File: src/hdl/cbd_pkg.sv
`timescale 1ns / 1ps
// Shared types and constants for the chunked body decoder.
package cbd_pkg;

    localparam int SIZE_BITS_DEF = 31;
    localparam int TOTAL_W       = 31;
    localparam int Q_DEPTH       = 4;

    localparam logic [1:0] KIND_DATA = 2'd0;
    localparam logic [1:0] KIND_DONE = 2'd1;
    localparam logic [1:0] KIND_ERR  = 2'd2;

    typedef struct packed {
        logic [7:0] in_byte;
        logic       end_of_input;
    } in_item_t;

    typedef struct packed {
        logic [1:0]         out_kind;
        logic [7:0]         out_byte;
        logic [TOTAL_W-1:0] total_bytes;
    } out_item_t;

    // Byte after classification by the front end.
    typedef struct packed {
        logic [7:0] data;
        logic       eoi;
        logic       is_hex;
        logic [3:0] hex_val;
        logic       is_blank;
        logic       is_lf;
        logic       is_minus;
    } cls_item_t;

endpackage

File: src/hdl/cbd_fifo.sv
`timescale 1ns / 1ps
// Small register FIFO used between the decoder stages.
module cbd_fifo #(
    parameter int WIDTH = 8,
    parameter int DEPTH = 4
) (
    input  logic             clk,
    input  logic             rst_n,
    input  logic             wr_en,
    input  logic [WIDTH-1:0] wr_data,
    output logic             full,
    input  logic             rd_en,
    output logic [WIDTH-1:0] rd_data,
    output logic             empty
);

    localparam int PW = $clog2(DEPTH);

    logic [WIDTH-1:0] mem_reg [DEPTH];
    logic [PW-1:0]    wr_ptr_reg;
    logic [PW-1:0]    rd_ptr_reg;
    logic [PW:0]      count_reg;
    logic             do_wr;
    logic             do_rd;

    assign full    = (count_reg == (PW+1)'(DEPTH));
    assign empty   = (count_reg == '0);
    assign do_wr   = wr_en && !full;
    assign do_rd   = rd_en && !empty;
    assign rd_data = mem_reg[rd_ptr_reg];

    always_ff @(posedge clk)
    begin
        if (do_wr)
        begin
            mem_reg[wr_ptr_reg] <= wr_data;
        end
    end

    always_ff @(posedge clk or negedge rst_n)
    begin
        if (!rst_n)
        begin
            wr_ptr_reg <= '0;
            rd_ptr_reg <= '0;
            count_reg  <= '0;
        end
        else
        begin
            if (do_wr)
            begin
                wr_ptr_reg <= (wr_ptr_reg == PW'(DEPTH - 1)) ? '0 : wr_ptr_reg + 1'b1;
            end
            if (do_rd)
            begin
                rd_ptr_reg <= (rd_ptr_reg == PW'(DEPTH - 1)) ? '0 : rd_ptr_reg + 1'b1;
            end
            if (do_wr && !do_rd)
            begin
                count_reg <= count_reg + 1'b1;
            end
            else if (do_rd && !do_wr)
            begin
                count_reg <= count_reg - 1'b1;
            end
        end
    end

endmodule

File: src/hdl/cbd_front.sv
`timescale 1ns / 1ps
// Front end: classifies each incoming byte for the parser.
module cbd_front
    import cbd_pkg::*;
(
    input  in_item_t  in_item,
    output cls_item_t cls_item
);

    logic [7:0] b;

    assign b = in_item.in_byte;

    always_comb
    begin
        cls_item          = '0;
        cls_item.data     = b;
        cls_item.eoi      = in_item.end_of_input;
        cls_item.is_lf    = (b == 8'h0A);
        cls_item.is_minus = (b == 8'h2D);
        cls_item.is_blank = (b == 8'h20) || (b == 8'h09) || (b == 8'h0B)
                         || (b == 8'h0C) || (b == 8'h0D);
        if (b >= 8'h30 && b <= 8'h39)
        begin
            cls_item.is_hex  = 1'b1;
            cls_item.hex_val = 4'(b - 8'h30);
        end
        else if (b >= 8'h61 && b <= 8'h66)
        begin
            cls_item.is_hex  = 1'b1;
            cls_item.hex_val = 4'(b - 8'h57);
        end
        else if (b >= 8'h41 && b <= 8'h46)
        begin
            cls_item.is_hex  = 1'b1;
            cls_item.hex_val = 4'(b - 8'h37);
        end
    end

endmodule

File: src/hdl/cbd_back.sv
`timescale 1ns / 1ps
// Back end: chunk parser state machine, one classified byte per cycle while the result queue has room.
module cbd_back
    import cbd_pkg::*;
#(
    parameter int SIZE_BITS = SIZE_BITS_DEF
) (
    input  logic      clk,
    input  logic      rst_n,
    input  logic      q_empty,
    input  cls_item_t q_item,
    output logic      q_pop,
    input  logic      r_full,
    output logic      r_push,
    output out_item_t r_item
);

    localparam logic [2:0] PH_SIZE  = 3'd0;
    localparam logic [2:0] PH_DATA  = 3'd1;
    localparam logic [2:0] PH_TRAIL = 3'd2;
    localparam logic [2:0] PH_DONE  = 3'd3;
    localparam logic [2:0] PH_ERR   = 3'd4;

    logic [2:0]           phase_reg, phase_next;
    logic [SIZE_BITS-1:0] size_reg, size_next;
    logic                 digits_reg, digits_next;
    logic                 ended_reg, ended_next;
    logic [SIZE_BITS-1:0] remain_reg, remain_next;
    logic                 zero_reg, zero_next;
    logic                 started_reg, started_next;
    logic [TOTAL_W-1:0]   total_reg, total_next;

    logic [TOTAL_W:0]     total_sum;
    logic [SIZE_BITS-1:0] remain_dec;

    assign q_pop      = !q_empty && !r_full;
    assign total_sum  = {1'b0, total_reg} + (TOTAL_W+1)'(size_reg);
    assign remain_dec = (remain_reg != '0) ? remain_reg - 1'b1 : remain_reg;

    always_comb
    begin
        phase_next   = phase_reg;
        size_next    = size_reg;
        digits_next  = digits_reg;
        ended_next   = ended_reg;
        remain_next  = remain_reg;
        zero_next    = zero_reg;
        started_next = started_reg;
        total_next   = total_reg;
        r_push       = 1'b0;
        r_item       = '0;

        if (q_pop && phase_reg != PH_DONE && phase_reg != PH_ERR)
        begin
            if (q_item.eoi)
            begin
                r_push = 1'b1;
                if (phase_reg == PH_TRAIL && started_reg && zero_reg)
                begin
                    phase_next         = PH_DONE;
                    r_item.out_kind    = KIND_DONE;
                    r_item.total_bytes = total_reg;
                end
                else
                begin
                    phase_next      = PH_ERR;
                    r_item.out_kind = KIND_ERR;
                end
            end
            else
            begin
                unique case (phase_reg)
                    PH_SIZE:
                    begin
                        started_next = 1'b1;
                        if (q_item.is_lf)
                        begin
                            if (!digits_reg)
                            begin
                                phase_next      = PH_ERR;
                                r_push          = 1'b1;
                                r_item.out_kind = KIND_ERR;
                            end
                            else
                            begin
                                // end of size line: commit the chunk length
                                total_next   = total_sum[TOTAL_W] ? '1 : total_sum[TOTAL_W-1:0];
                                remain_next  = size_reg;
                                zero_next    = (size_reg == '0);
                                phase_next   = (size_reg == '0) ? PH_TRAIL : PH_DATA;
                                size_next    = '0;
                                digits_next  = 1'b0;
                                ended_next   = 1'b0;
                                started_next = 1'b0;
                            end
                        end
                        else if (ended_reg)
                        begin
                            // extension text, ignored up to LF
                        end
                        else if (!digits_reg && q_item.is_blank)
                        begin
                        end
                        else if (!digits_reg && q_item.is_minus)
                        begin
                            phase_next      = PH_ERR;
                            r_push          = 1'b1;
                            r_item.out_kind = KIND_ERR;
                        end
                        else if (!q_item.is_hex)
                        begin
                            if (!digits_reg)
                            begin
                                phase_next      = PH_ERR;
                                r_push          = 1'b1;
                                r_item.out_kind = KIND_ERR;
                            end
                            else
                            begin
                                ended_next = 1'b1;
                            end
                        end
                        else if (size_reg[SIZE_BITS-1 -: 4] != 4'd0)
                        begin
                            // another digit would overflow the size field
                            phase_next      = PH_ERR;
                            r_push          = 1'b1;
                            r_item.out_kind = KIND_ERR;
                        end
                        else
                        begin
                            size_next   = {size_reg[SIZE_BITS-5:0], q_item.hex_val};
                            digits_next = 1'b1;
                        end
                    end
                    PH_DATA:
                    begin
                        remain_next = remain_dec;
                        if (remain_dec == '0)
                        begin
                            phase_next   = PH_TRAIL;
                            started_next = 1'b0;
                        end
                        r_push          = 1'b1;
                        r_item.out_kind = KIND_DATA;
                        r_item.out_byte = q_item.data;
                    end
                    PH_TRAIL:
                    begin
                        started_next = 1'b1;
                        if (q_item.is_lf)
                        begin
                            if (zero_reg)
                            begin
                                phase_next         = PH_DONE;
                                r_push             = 1'b1;
                                r_item.out_kind    = KIND_DONE;
                                r_item.total_bytes = total_reg;
                            end
                            else
                            begin
                                phase_next   = PH_SIZE;
                                started_next = 1'b0;
                            end
                        end
                    end
                    default:
                    begin
                    end
                endcase
            end
        end
    end

    always_ff @(posedge clk or negedge rst_n)
    begin
        if (!rst_n)
        begin
            phase_reg   <= PH_SIZE;
            size_reg    <= '0;
            digits_reg  <= 1'b0;
            ended_reg   <= 1'b0;
            remain_reg  <= '0;
            zero_reg    <= 1'b0;
            started_reg <= 1'b0;
            total_reg   <= '0;
        end
        else
        begin
            phase_reg   <= phase_next;
            size_reg    <= size_next;
            digits_reg  <= digits_next;
            ended_reg   <= ended_next;
            remain_reg  <= remain_next;
            zero_reg    <= zero_next;
            started_reg <= started_next;
            total_reg   <= total_next;
        end
    end

endmodule

File: src/hdl/chunked_body_decoder.sv
`timescale 1ns / 1ps
// Top level of the chunked transfer body decoder.
// Decodes a chunk-encoded body one byte per item, one item per clock while
// no queue is full. Bytes are classified on entry into a four-entry queue;
// the parser drains it one byte per cycle into a four-entry result queue
// while that has room, so input and output stall independently. A byte is
// registered in the input queue and its result in the result queue on the
// way out. Payload bytes come out as data items; a zero-size chunk followed by
// its closing line gives a done item with the saturated byte count. Any format
// fault or early end of input gives one error item and silence until reset.
module chunked_body_decoder
    import cbd_pkg::*;
#(
    parameter int SIZE_BITS = SIZE_BITS_DEF
) (
    input  logic      clk,
    input  logic      rst_n,
    input  logic      push,
    output logic      full,
    input  in_item_t  in_item,
    input  logic      pop,
    output logic      empty,
    output out_item_t out_item
);

    localparam int CLS_W = $bits(cls_item_t);
    localparam int OUT_W = $bits(out_item_t);

    cls_item_t cls_in;
    cls_item_t cls_out;
    logic      q_empty;
    logic      q_pop;
    logic      r_full;
    logic      r_push;
    out_item_t r_item;

    cbd_front u_front (
        .in_item  (in_item),
        .cls_item (cls_in)
    );

    cbd_fifo #(
        .WIDTH (CLS_W),
        .DEPTH (Q_DEPTH)
    ) u_cls_q (
        .clk     (clk),
        .rst_n   (rst_n),
        .wr_en   (push),
        .wr_data (cls_in),
        .full    (full),
        .rd_en   (q_pop),
        .rd_data (cls_out),
        .empty   (q_empty)
    );

    cbd_back #(
        .SIZE_BITS (SIZE_BITS)
    ) u_back (
        .clk     (clk),
        .rst_n   (rst_n),
        .q_empty (q_empty),
        .q_item  (cls_out),
        .q_pop   (q_pop),
        .r_full  (r_full),
        .r_push  (r_push),
        .r_item  (r_item)
    );

    cbd_fifo #(
        .WIDTH (OUT_W),
        .DEPTH (Q_DEPTH)
    ) u_res_q (
        .clk     (clk),
        .rst_n   (rst_n),
        .wr_en   (r_push),
        .wr_data (r_item),
        .full    (r_full),
        .rd_en   (pop),
        .rd_data (out_item),
        .empty   (empty)
    );

endmodule

File: config.mk
export PLATFORM = sky130hd
export DESIGN_NAME = chunked_body_decoder
export DESIGN_NICKNAME = d
export VERILOG_FILES = /design/src/hdl/cbd_pkg.sv /design/src/hdl/cbd_fifo.sv /design/src/hdl/cbd_front.sv /design/src/hdl/cbd_back.sv /design/src/hdl/chunked_body_decoder.sv
export SDC_FILE = /design/constraint.sdc
export NUM_CORES = 1
export LEC_CHECK = 0
export BUFFER_PORTS_ARGS = -buffer_cell sky130_fd_sc_hd__buf_2
export CORE_MARGIN = 3
export CORE_UTILIZATION = 50
export DETAILED_ROUTE_END_ITERATION = 7
export GPL_TIMING_DRIVEN = 0
export PLACE_DENSITY = 0.67
export SETUP_SLACK_MARGIN = 0.2
export SYNTH_ARGS = -nofsm -noshare
export SYNTH_HDL_FRONTEND = slang
export SYNTH_SLANG_ARGS = --single-unit
File: constraint.sdc
create_clock -name clk -period 10.3 [get_ports clk]
set_input_delay 2.06 -clock clk [delete_from_list [all_inputs] [get_ports clk]]
set_output_delay 2.06 -clock clk [all_outputs]
set_load 0.02 [all_outputs]
==> impl_metrics.csv, run 1 <==
group,metric,value,unit
run,drv_cap,0,
worst_setup_path,ff2ff_path_depth,11,
cts,hold_buffers,0,
cts,worstSkewPairLatency,0.53,ns
timing,layout_min_cycle_time,4.85,ns
worst_setup_path,worstPathMaxFanout,10,
placed_design,dp_hpwl,26.0,mm
pwr,p_leak,7.10,nW
floorplanning,initial_core_util,51.4,%
yosys,synth_edf_count,232,
floorplanning,rows,65,
cells_and_area,final_nets,1434,
worst_setup_path,critPathArrivalTime,2.79,ns
yosys,ys_top_cells_by_count,"232 x edfxtp_1, 114 x dfrtp_1, 110 x nor2_1",
placed_design,port-buffer-count,55,
drt,vias,10900,
cells_and_area,fin_area,18700,sq um
cells_and_area,area_delta_synth_final,13.4,%
global_route,grt_overflow,0,
drt,viasPerCell,5.95,
cts,h-tree-depth,2,
yosys,synth_nets,1334,
yosys,async_flop_share,32.9,%
yosys,synth_seq_area_share,59.6,%
global_route,antenna_found_initial,0,
timing,finalHoldViolations,0,
cells_and_area,fin_cells,1833,
timing,setup_viol,0,
timing,relSlewSlack,8.42,%
yosys,synth_cells,1268,
global_route,grt_start_max_net_pins,64,
worst_setup_path,required,8.24,ns
timing,period_share,47.1,%
drt,wire_per_inst,20.4,um
yosys,synth_top_area_cell,"edfxtp_1",
hold_path,hold_end,"u_cls_q.count_reg[2]",
cts,cts_resized,0,
cts,clockBufferDepth,3,
drt,first_pass_iters,5,
hold_path,holdPathStages,1,
drt,wirelength,37.4,mm
cells_and_area,drive_gt1_share,15.2,%
hold_path,min_from,"u_cls_q.count_reg[2]",
placed_design,dp_cells,1763,
worst_setup_path,end_kind,"output port",
timing,rsz0062_at_grt,"no",
yosys,syn_area,16500,sq um
drt,drc_errors,0,
worst_setup_path,r2r_slack,6.48,ns
pwr,ir_worst_vdd,180,uV
worst_setup_path,crit_buf_inv,3,
global_route,first_global_vias,11000,
floorplanning,core_area,32000,sq um
yosys,yosys_most_used_dff,"edfxtp_1",
cts,clockRootBuffer,"clkbuf_16",
yosys,ys_seq_elements,346,
run_status,status,"complete, no violations",
yosys,avgSynthCellArea,13.0,sq um
placed_design,place_congestion,0.904,
global_route,track_usage,21.5,%
global_route,grt_pass1_wl,60.8,mm
worst_setup_path,timing.rr.end,"u_res_q.count_reg[2]",
drt,drt_iter0_markers,923,
cts,cts_setup_buffers,0,
cts,clock-sinks,346,
drt,antenna_left,0,
worst_setup_path,cp_cell_sequence,"clkbuf_1, buf_1, mux4_2, buf_2",
timing,maxSlewViolCount,0,
pwr,power,5.69,mW
yosys,synth_cell_types,76,
placed_design,place_area,17400,sq um
timing,tns,0,ns
yosys,synth_warnings,0,
worst_setup_path,crit_path_start_kind,"flop",
timing,max_freq,0.206,GHz
yosys,yosysMostFrequentCell,"edfxtp_1",
worst_setup_path,critPathMaxStageDelay,0.77,ns
floorplanning,dieArea,35200,sq um
floorplanning,io_pins,56,
cells_and_area,antenna_cells,0,
yosys,ys_top_cells_by_area,"edfxtp_1 42%, dfrtp_1 17%, mux4_2 7.9%",
yosys,yosys.area.top_type_share,42.3,%
timing,worst_pin_slew,1.36,ns
worst_setup_path,cp_slowest_cell,"buf_1",
timing,finClkSkew,0.0185,ns
cts,cts_buffers,38,
cts,clk_pin_slew,0.06,ns
worst_setup_path,worstSetupPathType,"flop to output port",
cells_and_area,largest_reg_flops,164,
worst_setup_path,r2r-start,"u_back.phase_reg[0]",
floorplanning,fp.dieH,188,um
cts,cts_tree,"built",
worst_setup_path,crit_family,"buffers and inverters",
hold_path,min_path_type,"flop to flop",
floorplanning,die_w,188,um
pwr,powerDensity,304,nW/um^2
cells_and_area,utilization,58.4,%
## how the worst max path moves through the flow
stage / from / endpoint / slack, ns / depth (start not counted)
2_1_floorplan: u_res_q.rd_ptr_reg[0] / out_item[10] / 6.43 / 3
5_1_grt: u_res_q.rd_ptr_reg[0] / out_item[16] / 5.18 / 4
6_report: u_res_q.rd_ptr_reg[0] / out_item[16] / 5.45 / 4
3_5_place_dp: u_res_q.rd_ptr_reg[0] / out_item[16] / 5.87 / 4
4_1_cts: u_res_q.rd_ptr_reg[0] / out_item[16] / 5.30 / 4
3_3_place_gp: rst_n / u_back.total_reg[4] / 5.58 / 1
## power by group
part,internal [mW],switching (mW)
Clock,0.829,0.549
Sequential,1.90,0.274
Combinational,0.874,1.26
Total,3.60,2.09
## cell usage in the layout (no fill, tap or decap), types with 14 or more instances in the layout
cell	netlist	routed
a21oi_1	94	94
nand2_1	66	66
o21ai_0	59	59
and2_1	43	39
ha_1	50	50
nand3_1	17	17
a31oi_1	15	15
edfxtp_1	232	232
a21o_1	15	15
nor3_1	37	36
a22o_1	31	31
buf_2	7	61
nand4_1	19	19
nor4_1	14	14
dfrtp_1	114	114
inv_1	31	31
nor2_1	110	110
clkbuf_16	0	39
clkbuf_1	43	48
mux4_2	58	58
xor2_1	19	19
o22ai_1	19	19
## stage by stage
| step | hold WS (ns) | setup slack [ns] |
|---|---|---|
| 6_report | 0.492 | 5.45 |
| 4_1_cts | 0.496 | 5.30 |
| 3_5_place_dp | 0.476 | 5.87 |
| 5_1_grt | 0.515 | 5.18 |
| 2_1_floorplan | 0.456 | 6.43 |
| 3_3_place_gp | 0.475 | 5.58 |
## cell type report
cell class / count / area (sq um)
tap: 435 / 544
fill: 2614 / 13300
timing repair buffer: 60 / 389
inverter: 32 / 120
clock buffer: 45 / 1010
clock inverter: 25 / 264
multi-input combinational: 829 / 6280
sequential: 346 / 9820
buffer: 61 / 275
## routing by layer
metal | global-route usage (%) | wire [um]
met5 | 0 | 0
met4 | 4.91 | 653
met3 | 3.66 | 1980
met2 | 34.9 | 18100
met1 | 30.6 | 16700
## cell families after synthesis
family,Yosys count,synth area share (%)
fa+ha+maj,53,4.16
xor+xnor,27,1.43
compound gates,302,11.9
simple gates,376,11.8
flops,346,59.6
buf+inv,93,2.40
mux,71,8.76
No activity file was read; power rests on OpenSTA's default activity.
==> inputs of run 2 (changes only) <==
- ABC_AREA: default -> 1
- clock period: 10.3 -> 4.67 ns (I/O delays scaled with it)
==> run 2 against run 1 <==
  * Non-clock buffer count increased by 9
  * Count of clock-buffer cells in the layout decreased by 1
  * Via count increased by 24%
  * Global-route usage increased by 3.2 points
  * Clock skew increased by 0.014 ns
  * Worst hold slack got worse by 0.14 ns
  * Cell area increased by 5.0%
  * First-iteration DRC count increased by 21%
  * Largest cell class unchanged
==> impl_metrics.csv, run 2 <==
group,metric,value,unit
run_status,status,"complete, no violations",
placed_design,port-buffer-count,55,
timing,timing.final.ws_setup,0.791,ns
cts,h-tree-depth,2,
worst_setup_path,timing.rr.end,"u_res_q.count_reg[1]",
timing,maxSlewViolCount,0,
cells_and_area,largest_reg_flops,164,
cells_and_area,fin_area,19600,sq um
floorplanning,rows,67,
yosys,ys_seq_elements,346,
cts,clk_pin_slew,0.06,ns
worst_setup_path,r2r-start,"u_cls_q.rd_ptr_reg[0]",
timing,period_share,83.1,%
yosys,yosys.area.top_type_share,40.1,%
yosys,ys_top_cells_by_count,"268 x nand2_1, 264 x nor2_1, 232 x edfxtp_1",
drt,vias,13500,
yosys,yosysMostFrequentCell,"nand2_1",
drt,viasPerCell,5.61,
hold_path,min_path_type,"input pin to asynchronous set/reset pin",
timing,finalHoldViolations,0,
yosys,synth_top_area_cell,"edfxtp_1",
cells_and_area,final_common_cell,"nand2_1",
worst_setup_path,critPathMaxStageDelay,0.50,ns
global_route,grt_overflow,0,
cts,cts_resized,0,
floorplanning,die_w,192,um
timing,worst_pin_slew,0.775,ns
worst_setup_path,worstSetupPathType,"flop to output port",
yosys,synth_cell_types,51,
global_route,track_usage,24.7,%
worst_setup_path,critPathArrivalTime,2.95,ns
cts,hold_buffers,0,
drt,drt_iter0_markers,1116,
drt,drc_errors,0,
worst_setup_path,required,3.74,ns
global_route,antenna_found_initial,0,
yosys,synth_mux_area_share,0.130,%
cells_and_area,antenna_cells,0,
floorplanning,dieArea,37000,sq um
placed_design,place_congestion,0.934,
yosys,synth_fa_ha_area_share,3.95,%
timing,layout_min_cycle_time,3.88,ns
yosys,synth_seq_area_share,56.5,%
drt,first_pass_iters,5,
global_route,grt_pass1_wl,71.3,mm
floorplanning,initial_core_util,51.3,%
global_route,first_global_vias,13200,
cells_and_area,utilization,58.0,%
yosys,async_flop_share,32.9,%
drt,wirelength,45.0,mm
yosys,synth_warnings,0,
cells_and_area,drive_gt1_share,11.1,%
cells_and_area,regArea,9820,sq um
placed_design,place_ws,1.34,ns
worst_setup_path,cp_cell_sequence,"clkbuf_1, inv_1, clkbuf_1, clkbuf_1, nor2_1, o22ai_1, buf_2",
timing,setup_viol,0,
timing,rsz0062_at_grt,"no",
floorplanning,core_area,33900,sq um
floorplanning,io_pins,56,
cells_and_area,area_delta_synth_final,13.0,%
global_route,grt_start_max_net_pins,61,
timing,finClkSkew,0.0324,ns
worst_setup_path,end_kind,"output port",
yosys,synth-simple-area-share,16.6,%
yosys,yosys_most_used_dff,"edfxtp_1",
cts,clock-sinks,346,
cts,worstSkewPairLatency,0.56,ns
placed_design,dp_hpwl,32.6,mm
cells_and_area,num-fill-cells,2947,
cts,cts_buffers,37,
yosys,synth_edf_count,232,
run,drv_cap,0,
worst_setup_path,r2r_slack,1.35,ns
yosys,synth_compound_gate_area_share,14.9,%
cts,clockRootBuffer,"clkbuf_16",
cts,cts_setup_buffers,0,
timing,relSlewSlack,48.3,%
cts,cts_tree,"built",
yosys,avgSynthCellArea,9.49,sq um
yosys,synth_xor_area_share,1.41,%
yosys,synth_top_family_by_area,"simple AND/OR/NAND/NOR gates",
placed_design,place_area,18400,sq um
cells_and_area,layout_common_cells,"268 x nand2_1, 256 x nor2_1, 232 x edfxtp_1",
floorplanning,fp.dieH,192,um
yosys,synth_nets,1897,
worst_setup_path,ff2ff_path_depth,18,
cells_and_area,final_nets,2000,
cells_and_area,multi_input_area,6470,sq um
timing,holdWs,0.357,ns
timing,max_freq,0.258,GHz
worst_setup_path,cp_slowest_cell,"clkbuf_1",
yosys,synth_cells,1831,
worst_setup_path,worstPathMaxFanout,10,
drt,wire_per_inst,18.7,um
yosys,syn_area,17400,sq um
drt,antenna_left,0,
cts,clockBufferDepth,3,
yosys,ys_top_cells_by_area,"edfxtp_1 40%, dfrtp_1 16%, nand2_1 5.8%",
worst_setup_path,crit_path_start_kind,"flop",
worst_setup_path,cpMostUsedCell,"clkbuf_1",
-- run 2: worst max-delay path by stage --
stage,from,endpoint,slack (ns),depth (start not counted)
after floorplan,u_cls_q.rd_ptr_reg[0],u_res_q.mem_reg[0][0],0.96,13
after global placement,u_cls_q.rd_ptr_reg[0],u_res_q.mem_reg[3][19],-0.73,13
after detailed placement,u_cls_q.rd_ptr_reg[0],u_res_q.count_reg[1],1.34,18
after CTS,u_res_q.rd_ptr_reg[0],out_item[25],0.82,7
after global routing,u_res_q.rd_ptr_reg[0],out_item[25],0.68,7
final,u_res_q.rd_ptr_reg[0],out_item[25],0.79,7
-- run 2: final cells by class --
| type | count | area share, % |
|---|---|---|
| Tap cell | 448 | 2.86 |
| Inverter | 217 | 4.16 |
| Clock buffer | 44 | 4.95 |
| Clock inverter | 24 | 1.17 |
| Timing Repair Buffer | 64 | 2.29 |
| Sequential cell | 346 | 50.0 |
| Multi-Input combinational cell | 1202 | 33.0 |
| Buffer | 66 | 1.59 |
-- run 2: per-stage QoR --
stage               std cells  TNS (ns)
detailed placement       2343         0
floorplan                1831         0
finish                   2411         0
global route             2411         0
CTS                      2411         0
global placement         2334   -110.87
-- run 2: cells by family after synthesis --
| kind of cell | after synthesis |
|---|---|
| DFF | 346 |
| buffers and inverters | 283 |
| adders and majority gates | 53 |
| and+or+nand+nor | 677 |
| xor gates and xnor gates | 28 |
| muxes | 2 |
| AOI/OAI and AO/OA | 442 |
-- run 2: layer usage --
layer,routed length [um],share of wire [%],vias up,track usage (%)
met5,0,0,-,0
met4,1040,2.3,0,7.09
met3,2410,5.3,71,2.96
met2,21500,48,426,41.6
met1,20100,45,6489,33.8
li1,-,-,6530,-
-- run 2: worst max-delay path, delay by kind of cell (launching register included) --
kind,cells,cell delay [ns]
compound gates,1,0.34
buf+inv,5,1.54
simple gates,1,0.10
flops,1,0.41
Power of run 2 is not shown: default switching activity piles up to over one toggle a cycle in this logic, so the estimate is an artifact.
